`src/hdl/ipcsum_pkg.sv`:
```
// ----------------------------------------------------------------------------
// ipcsum_pkg
// Shared types, constants and ones' complement helpers for the checksum engine.
// ----------------------------------------------------------------------------
package ipcsum_pkg;

    localparam int BYTE_W = 8;
    localparam int WORD_W = 16;
    localparam int ADDR_W = 32;
    // Six 16-bit pseudo-header words sum to less than 2**19.
    localparam int RAW_W  = 19;

    localparam logic [WORD_W-1:0] PROTO_TCP = 16'd6;

    // Checksum kinds selected by op on the first byte of a region.
    localparam logic OP_IP  = 1'b0;
    localparam logic OP_TCP = 1'b1;

    typedef struct packed {
        logic              first;
        logic              last;
        logic [BYTE_W-1:0] data_byte;
        logic [RAW_W-1:0]  pseudo_raw;
    } item_t;

    // 16-bit ones' complement add with end-around carry.
    function automatic logic [WORD_W-1:0] oc_add(logic [WORD_W-1:0] a,
                                                logic [WORD_W-1:0] b);
        logic [WORD_W:0] t;
        t = {1'b0, a} + {1'b0, b};
        return t[WORD_W-1:0] + {{(WORD_W-1){1'b0}}, t[WORD_W]};
    endfunction

    // Folds the unreduced pseudo-header total into 16 bits. A nonzero total
    // never folds to zero, which matches a chain of oc_add steps.
    function automatic logic [WORD_W-1:0] fold_raw(logic [RAW_W-1:0] raw);
        logic [WORD_W:0] t;
        t = {1'b0, raw[WORD_W-1:0]}
            + {{(2*WORD_W-RAW_W+1){1'b0}}, raw[RAW_W-1:WORD_W]};
        return t[WORD_W-1:0] + {{(WORD_W-1){1'b0}}, t[WORD_W]};
    endfunction

endpackage

```
`src/hdl/ipcsum_in_if.sv`:
```
// ----------------------------------------------------------------------------
// ipcsum_in_if
// Byte channel into the checksum engine, with the pseudo-header fields.
// ----------------------------------------------------------------------------
interface ipcsum_in_if;

    logic                              valid;
    logic                              ready;
    logic                              op;
    logic [ipcsum_pkg::BYTE_W-1:0]     data_byte;
    logic                              first;
    logic                              last;
    logic [ipcsum_pkg::ADDR_W-1:0]     src_addr;
    logic [ipcsum_pkg::ADDR_W-1:0]     dst_addr;
    logic [ipcsum_pkg::WORD_W-1:0]     seg_len;

    modport source (
        output valid, op, data_byte, first, last, src_addr, dst_addr, seg_len,
        input  ready
    );

    modport sink (
        input  valid, op, data_byte, first, last, src_addr, dst_addr, seg_len,
        output ready
    );

endinterface

```
`src/hdl/ipcsum_out_if.sv`:
```
// ----------------------------------------------------------------------------
// ipcsum_out_if
// Result channel of the checksum engine.
// ----------------------------------------------------------------------------
interface ipcsum_out_if;

    logic                          valid;
    logic                          ready;
    logic [ipcsum_pkg::WORD_W-1:0] checksum;

    modport source (
        output valid, checksum,
        input  ready
    );

    modport sink (
        input  valid, checksum,
        output ready
    );

endinterface

```
`src/hdl/ipcsum_in_stage.sv`:
```
// ----------------------------------------------------------------------------
// ipcsum_in_stage
// Input register; adds up the pseudo-header words of a first TCP byte.
// ----------------------------------------------------------------------------
module ipcsum_in_stage (
    input  logic              clk,
    input  logic              rst_n,
    ipcsum_in_if.sink         pkt,
    input  logic              advance,
    output logic              s1_valid,
    output ipcsum_pkg::item_t s1_item
);

    logic                          valid_reg;
    logic                          valid_next;
    ipcsum_pkg::item_t             item_reg;
    logic                          accept;
    logic [ipcsum_pkg::RAW_W-1:0]  raw_sum;

    localparam int EXT_W = ipcsum_pkg::RAW_W - ipcsum_pkg::WORD_W;

    assign pkt.ready = !valid_reg || advance;
    assign accept    = pkt.valid && pkt.ready;

    always_comb
    begin
        raw_sum = {{EXT_W{1'b0}}, pkt.src_addr[31:16]}
                + {{EXT_W{1'b0}}, pkt.src_addr[15:0]}
                + {{EXT_W{1'b0}}, pkt.dst_addr[31:16]}
                + {{EXT_W{1'b0}}, pkt.dst_addr[15:0]}
                + {{EXT_W{1'b0}}, ipcsum_pkg::PROTO_TCP}
                + {{EXT_W{1'b0}}, pkt.seg_len};
    end

    always_comb
    begin
        if (accept)
        begin
            valid_next = 1'b1;
        end
        else if (advance)
        begin
            valid_next = 1'b0;
        end
        else
        begin
            valid_next = valid_reg;
        end
    end

    always_ff @(posedge clk or negedge rst_n)
    begin
        if (!rst_n)
        begin
            valid_reg <= 1'b0;
        end
        else
        begin
            valid_reg <= valid_next;
        end
    end

    always_ff @(posedge clk)
    begin
        if (accept)
        begin
            item_reg.first      <= pkt.first;
            item_reg.last       <= pkt.last;
            item_reg.data_byte  <= pkt.data_byte;
            // Only a first byte in TCP mode brings a pseudo-header.
            item_reg.pseudo_raw <= (pkt.first && (pkt.op == ipcsum_pkg::OP_TCP)) ? raw_sum
                                                                                 : '0;
        end
    end

    assign s1_valid = valid_reg;
    assign s1_item  = item_reg;

endmodule

```
`src/hdl/ipcsum_accum.sv`:
```
// ----------------------------------------------------------------------------
// ipcsum_accum
// Running ones' complement sum, byte pairing and the result register.
// ----------------------------------------------------------------------------
module ipcsum_accum (
    input  logic              clk,
    input  logic              rst_n,
    input  logic              s1_valid,
    input  ipcsum_pkg::item_t s1_item,
    output logic              advance,
    ipcsum_out_if.source      res
);

    logic [ipcsum_pkg::WORD_W-1:0] sum_reg;
    logic [ipcsum_pkg::WORD_W-1:0] sum_next;
    logic                          odd_reg;
    logic                          odd_next;
    logic [ipcsum_pkg::BYTE_W-1:0] held_reg;
    logic [ipcsum_pkg::WORD_W-1:0] checksum_reg;
    logic                          out_valid_reg;
    logic                          out_valid_next;
    logic                          out_free;
    logic                          eff_odd;
    logic [ipcsum_pkg::WORD_W-1:0] base;
    logic [ipcsum_pkg::WORD_W-1:0] word;
    logic [ipcsum_pkg::WORD_W-1:0] new_sum;
    logic                          emit;

    assign out_free = !out_valid_reg || res.ready;
    // Bytes that end no region never wait for the result register.
    assign advance  = s1_valid && (!s1_item.last || out_free);
    assign emit     = advance && s1_item.last;

    always_comb
    begin
        // A first mark drops any held byte and restarts from the pseudo-header.
        eff_odd = odd_reg && !s1_item.first;
        base    = s1_item.first ? ipcsum_pkg::fold_raw(s1_item.pseudo_raw) : sum_reg;
        // A lone trailing high byte is padded with a zero low byte.
        word    = eff_odd ? {held_reg, s1_item.data_byte}
                          : {s1_item.data_byte, {ipcsum_pkg::BYTE_W{1'b0}}};
        if (eff_odd || s1_item.last)
        begin
            new_sum = ipcsum_pkg::oc_add(base, word);
        end
        else
        begin
            new_sum = base;
        end
    end

    always_comb
    begin
        sum_next = sum_reg;
        odd_next = odd_reg;
        if (advance)
        begin
            if (s1_item.last)
            begin
                sum_next = '0;
                odd_next = 1'b0;
            end
            else
            begin
                sum_next = new_sum;
                odd_next = !eff_odd;
            end
        end
    end

    always_comb
    begin
        if (emit)
        begin
            out_valid_next = 1'b1;
        end
        else if (res.ready)
        begin
            out_valid_next = 1'b0;
        end
        else
        begin
            out_valid_next = out_valid_reg;
        end
    end

    always_ff @(posedge clk or negedge rst_n)
    begin
        if (!rst_n)
        begin
            sum_reg       <= '0;
            odd_reg       <= 1'b0;
            out_valid_reg <= 1'b0;
        end
        else
        begin
            sum_reg       <= sum_next;
            odd_reg       <= odd_next;
            out_valid_reg <= out_valid_next;
        end
    end

    always_ff @(posedge clk)
    begin
        if (advance && !eff_odd)
        begin
            held_reg <= s1_item.data_byte;
        end
        if (emit)
        begin
            checksum_reg <= ~new_sum;
        end
    end

    assign res.valid    = out_valid_reg;
    assign res.checksum = checksum_reg;

`ifndef ASSERT_OFF
    a_clear_after_last: assert property (@(posedge clk) disable iff (!rst_n)
        emit |=> (sum_reg == '0) && !odd_reg)
        else $error("state not cleared after the last byte of a region");

    a_last_waits: assert property (@(posedge clk) disable iff (!rst_n)
        (s1_valid && s1_item.last && out_valid_reg && !res.ready) |-> !advance)
        else $error("last byte advanced while the result register was full");

    a_first_holds_byte: assert property (@(posedge clk) disable iff (!rst_n)
        (advance && s1_item.first && !s1_item.last) |=> odd_reg)
        else $error("first byte of a region not held as a high byte");

    a_result_kept: assert property (@(posedge clk) disable iff (!rst_n)
        (out_valid_reg && !res.ready) |=> $stable(checksum_reg) && out_valid_reg)
        else $error("pending result lost or changed");
`endif

endmodule

```
`src/hdl/ip_tcp_checksum_engine_top.sv`:
```
// ----------------------------------------------------------------------------
// ip_tcp_checksum_engine_top
// Streaming internet checksum with an optional TCP pseudo-header.
// ----------------------------------------------------------------------------
// Usage: the pkt channel carries one byte of a header or segment per
// transfer, in network order. Mark the opening byte with first; on that
// byte op selects the plain IP checksum (0) or the TCP checksum (1), and in
// TCP mode src_addr, dst_addr and seg_len are taken for the pseudo-header.
// Mark the closing byte with last. The checksum field must be sent as zero.
// The res channel gives one checksum transfer for each last byte.
// Path: a last byte passes the input register, then its checksum the
// result register, from which it is offered on res. Throughput: one byte
// per cycle while no stall (below) holds the input; the running sum loops
// through sum_reg alone. An input and a result register make two stages.
// Stall: while a result waits on res, non-last bytes keep flowing; a further
// last byte waits in the input register, after which pkt.ready falls.
// Reset clears the running sum, the pairing phase and both valid flags.
// ----------------------------------------------------------------------------
module ip_tcp_checksum_engine_top (
    input  logic          clk,
    input  logic          rst_n,
    ipcsum_in_if.sink     pkt,
    ipcsum_out_if.source  res
);

    logic              s1_valid;
    ipcsum_pkg::item_t s1_item;
    logic              advance;

    ipcsum_in_stage u_in_stage (
        .clk      (clk),
        .rst_n    (rst_n),
        .pkt      (pkt),
        .advance  (advance),
        .s1_valid (s1_valid),
        .s1_item  (s1_item)
    );

    ipcsum_accum u_accum (
        .clk      (clk),
        .rst_n    (rst_n),
        .s1_valid (s1_valid),
        .s1_item  (s1_item),
        .advance  (advance),
        .res      (res)
    );

endmodule
```
`src/flat_wrapper.sv`:
```
// flat-port wrapper written by rule: the top's interface ports become plain ports
module ip_tcp_checksum_engine_top_flat 
  (clk, rst_n, pkt_valid, pkt_op, pkt_data_byte, pkt_first, pkt_last, pkt_src_addr, pkt_dst_addr, pkt_seg_len, pkt_ready, res_valid, res_checksum, res_ready);
  ipcsum_in_if pkt_i ();
  ipcsum_out_if res_i ();
  input  logic clk;
  input  logic rst_n;
  input wire logic [$bits(pkt_i.valid)-1:0] pkt_valid;
  input wire logic [$bits(pkt_i.op)-1:0] pkt_op;
  input wire logic [$bits(pkt_i.data_byte)-1:0] pkt_data_byte;
  input wire logic [$bits(pkt_i.first)-1:0] pkt_first;
  input wire logic [$bits(pkt_i.last)-1:0] pkt_last;
  input wire logic [$bits(pkt_i.src_addr)-1:0] pkt_src_addr;
  input wire logic [$bits(pkt_i.dst_addr)-1:0] pkt_dst_addr;
  input wire logic [$bits(pkt_i.seg_len)-1:0] pkt_seg_len;
  output wire logic [$bits(pkt_i.ready)-1:0] pkt_ready;
  output wire logic [$bits(res_i.valid)-1:0] res_valid;
  output wire logic [$bits(res_i.checksum)-1:0] res_checksum;
  input wire logic [$bits(res_i.ready)-1:0] res_ready;
  assign pkt_i.valid = pkt_valid;
  assign pkt_i.op = pkt_op;
  assign pkt_i.data_byte = pkt_data_byte;
  assign pkt_i.first = pkt_first;
  assign pkt_i.last = pkt_last;
  assign pkt_i.src_addr = pkt_src_addr;
  assign pkt_i.dst_addr = pkt_dst_addr;
  assign pkt_i.seg_len = pkt_seg_len;
  assign pkt_ready = pkt_i.ready;
  assign res_valid = res_i.valid;
  assign res_checksum = res_i.checksum;
  assign res_i.ready = res_ready;
  ip_tcp_checksum_engine_top u_core (.clk(clk), .rst_n(rst_n), .pkt(pkt_i), .res(res_i));
endmodule
```
`config.mk`:
```
export PLATFORM = sky130hd
export DESIGN_NAME = ip_tcp_checksum_engine_top_flat
export DESIGN_NICKNAME = d
export VERILOG_FILES = /design/src/hdl/ipcsum_pkg.sv /design/src/hdl/ipcsum_in_if.sv /design/src/hdl/ipcsum_out_if.sv /design/src/hdl/ipcsum_in_stage.sv /design/src/hdl/ipcsum_accum.sv /design/src/hdl/ip_tcp_checksum_engine_top.sv /design/src/flat_wrapper.sv
export SDC_FILE = /design/constraint.sdc
export NUM_CORES = 1
export LEC_CHECK = 0
export BUFFER_PORTS_ARGS = -buffer_cell sky130_fd_sc_hd__buf_4
export CORE_MARGIN = 2
export CORE_UTILIZATION = 55
export DETAILED_ROUTE_END_ITERATION = 12
export PLACE_DENSITY_LB_ADDON = 0.25
export SLEW_MARGIN = 20
export SYNTH_ARGS = -nofsm -noshare
export SYNTH_HDL_FRONTEND = slang
export SYNTH_HIERARCHICAL = 1
export SYNTH_SLANG_ARGS = --single-unit
```
`constraint.sdc`:
```
create_clock -name clk -period 14.7 [get_ports clk]
set_input_delay 1.47 -clock clk [delete_from_list [all_inputs] [get_ports clk]]
set_output_delay 1.47 -clock clk [all_outputs]
set_load 0.005 [all_outputs]
```
==> results.md <==
* Seq/Total Area, Yosys at 27.86%
* Max cap viols at 0
* IR drop worst, VDD at 65.13 µV
* Reg2Reg Depth at 32
* Leakage Power at 4.146 nW
* Proportion of layout cells with a drive suffix above 1 at 19.00%
* Chip Width at 120.1 µm
* Routing usage on met1 at 33.50%
* Most used DFF post-synth: edfxtp_1
* Sinks on the clock net at 72
* Setup TNS at 0 ns
* Minimum clock period after layout at 7.150 ns
* WP data arrival at 7.38 ns
* Standard-cell row count at 42
* Met2 layer usage reported by global route at 42.97%
* Reg-to-reg slack, setup at 7.55 ns
* Final setup violation count at 0
* Number of buffer cells added on primary ports at 112
* DRT antenna net count at 0
* Post-layout nets at 1116
* First-pass GRT wire length at 29440 µm
* Clock tree from TritonCTS: yes
* ANT cells at 0
* Number of top-level pins at 113
* Inserted Clock Buffers at 9
* Maximum number of pins on one net before global-route repair at 32
* Via count of the first global-routing pass at 6086
* Non-filler instance count after layout at 1097
* Met3 global-route usage at 4.183%
* Post-Place Cells at 1081
* Gate Count Post-Synth at 804
* Number of warnings issued by yosys at 6
* Initial DRC Count at 397
* Fmax at 139.9 MHz
* Fin util at 66.47%
* Number of unique standard cell types used by synthesis at 76
* Portion of the clock cycle consumed by the worst path in the final layout at 48.64%
* Hold slack final at 0.4805 ns
* Post-CTS Hold Fix Bufs at 0
* Slowest stage cell, crit path: o41ai_4
* Start-to-end type of the worst setup path: reg2reg
* RSZ-0062 raised after global routing: no
* Core Area at 13190 µm²
* HPWL after detailed placement at 14360 µm
* Die height at 120.1 µm
* Routed via count at 6180
* Required time worst endpoint at 14.93 ns
* Total gr overflow at 0
* Effective utilization at floorplan at 56.25%
* Post-CTS Setup Inserts at 0
* H-Tree Depth at 3
* Clk_lat worst skew at 0.34 ns
* Number of failing hold endpoints at the final stage at 0
* Hold Crit Start: u_core/u_in_stage/s1_item[24]
* Post-detailed-route via-to-cell ratio at 5.634
* Number of cells traversed by the worst hold path at 0
* Initial antenna violation count at 0
* Run status: completed
* Number of enable-type register cells in the synthesized netlist at 53
* Synth-to-layout area growth at 18.16%
* Synthesized cell area at 7420 µm²
* Resized Gates After CTS at 0
* Type of the worst min-delay path: reg2reg
* Number of nets in the synthesized netlist at 1004
* Total length of routed wires at 17400 µm
* Slew at the pin with the worst max-slew slack at 0.9180 ns
* Largest driver fanout on the critical path at 7
* Total die area at 14430 µm²
* Flip-flop and latch count after synthesis at 72
* Power density over the cells at 139.7 nW/µm²
* Highest cell delay on the worst timing path at 0.51 ns
* Routed wirelength normalized by instance count at 15.86 µm
* Number of iterations in the first detailed-routing pass at 5
* Endpoint of the worst hold path: u_core/u_accum/held_reg[5]
* Routability-driven placement congestion ratio at 0.9258
* Syn_area_per_cell at 9.228 µm²
* Highest-utilization routing layer at the global route stage: met2
* Number of buffers between clock root and the deepest sink at 2
* Flip-flop count of the largest register after layout at 29
* Endpoint class of the critical path: flop
* Root buffer selected by CTS: clkbuf_16
* Worst slew slack as a fraction of its limit at 38.57%
* Skew final at 0.007678 ns
* Category of the worst setup path launch point: flop
* Fraction of registers with async set/reset at 26.39%
* Clock-pin slew of the registers on the worst-case setup and hold paths at 0.06 ns
* Global-route usage over all layers at 25.92%
* Max Transition Viols Final at 0
* Drc violations at 0
* Source of the worst register-to-register timing path: u_core/u_in_stage/s1_item[0]
* Endpoint of the lowest-slack register-to-register path: u_core/u_accum/sum_reg[14]
## kinds of logic after synthesis
group	Yosys count	synth area share, %
AOI/OAI and AO/OA	166	15.75
DFF	72	27.86
buffers and inverters	167	8.465
adders and majority gates	105	22.77
xor gates and xnor gates	48	5.767
muxes	25	3.609
and+or+nand+nor	221	15.78
## report_power, final
| group | switching [mW] | total [mW] | internal [mW] |
|---|---|---|---|
| combinational | 0.405 | 0.692 | 0.287 |
| sequential | 0.0320 | 0.305 | 0.273 |
| clock | 0.0854 | 0.227 | 0.142 |
| total | 0.522 | 1.22 | 0.703 |
## synthesized netlist by cell type (all sizes together) (4+ instances only)
library cell,n,share of area [%]
nand2b,9,0.76
nand4,12,1.0
mux2i,11,1.5
mux2,14,2.1
a2111oi,7,1.3
o31a,4,0.49
clkbuf,11,0.56
nand4b,4,0.47
a31oi,9,0.76
inv,151,7.6
nand2,44,2.2
xnor2,30,3.5
nor3,14,0.94
a211o,4,0.49
a311oi,4,0.47
o21ai,38,2.6
o31ai,6,0.61
and2,18,1.5
a211oi,6,0.67
or2,8,0.67
nor2b,8,0.67
nand3,18,1.2
nor4,11,1.1
o211ai,5,0.57
nor2,46,2.3
edfxtp,53,21
a21oi,45,3.1
ha,55,9.3
buf,4,0.22
and3,19,1.7
a21o,8,0.84
fa,50,13
xor2,18,2.2
dfrtp,19,6.4
## worst max-delay path: cells and delay by family (launching register included)
family,cells,cell delay (ns)
AO/OA/AOI/OAI,13,2.58
AND/OR/NAND/NOR,12,2.46
adder cells (fa/ha/maj),5,1.30
flip-flops,1,0.33
multiplexers,1,0.30
XOR/XNOR,1,0.08
## per-layer routing
metal  routed length (µm)  vias to the layer above
met4                  626                        0
met5                    0                        -
met2                 8206                      217
met3                 1118                       37
li1                     -                     3009
met1                 7450                     2917
## layout by cell type, fill, tap and decap left out, drive strengths merged, types with 5 or more instances in the layout
cell type  count
a2111oi        7
a211oi         6
a21o           8
a21oi         45
a31oi          9
and2          18
and3          19
buf          116
clkbuf        10
dfrtp         19
edfxtp        53
fa            50
ha            55
inv          153
mux2          14
mux2i         11
nand2         44
nand2b         9
nand3         18
nand4         12
nor2          46
nor2b          8
nor3          14
nor4          11
o211ai         5
o21ai         38
o31ai          6
or2            8
xnor2         30
xor2          18
## through the flow
| step | total power, mW | setup slack (ns) | instance area (µm²) |
|---|---|---|---|
| 2_1_floorplan | 0.8105 | 8.407 | 7420 |
| 3_3_place_gp | 0.9812 | 7.808 | 8453 |
| 3_5_place_dp | 0.9923 | 7.616 | 8453 |
| 4_1_cts | 1.222 | 7.595 | 8767 |
| 5_1_grt | 1.328 | 6.816 | 8767 |
| 6_report | 1.225 | 7.550 | 8767 |
## worst max-delay path by stage
stage,to,depth (start not counted),slack (ns),startpoint
finish,u_core/u_accum/sum_reg[14],32,7.55,u_core/u_in_stage/s1_item[0]
global route,u_core/u_accum/sum_reg[14],32,6.82,u_core/u_in_stage/s1_item[0]
CTS,u_core/u_accum/sum_reg[14],32,7.60,u_core/u_in_stage/s1_item[0]
detailed placement,u_core/u_accum/sum_reg[14],32,7.62,u_core/u_in_stage/s1_item[0]
global placement,u_core/u_accum/sum_reg[14],32,7.81,u_core/u_in_stage/s1_item[0]
floorplan,u_core/u_accum/sum_reg[14],31,8.41,u_core/u_in_stage/s1_item[0]
## area by class of cell
cell class,instances,area [µm²]
clock buffers,10,250.2
clock inverters,6,63.81
multi-input cells,565,4725
flip-flops and latches,72,2067
inverters,152,570.5
fillers,1115,4423
repair buffers,116,870.8
well taps,176,220.2
No activity file was read; power rests on OpenSTA's default activity.
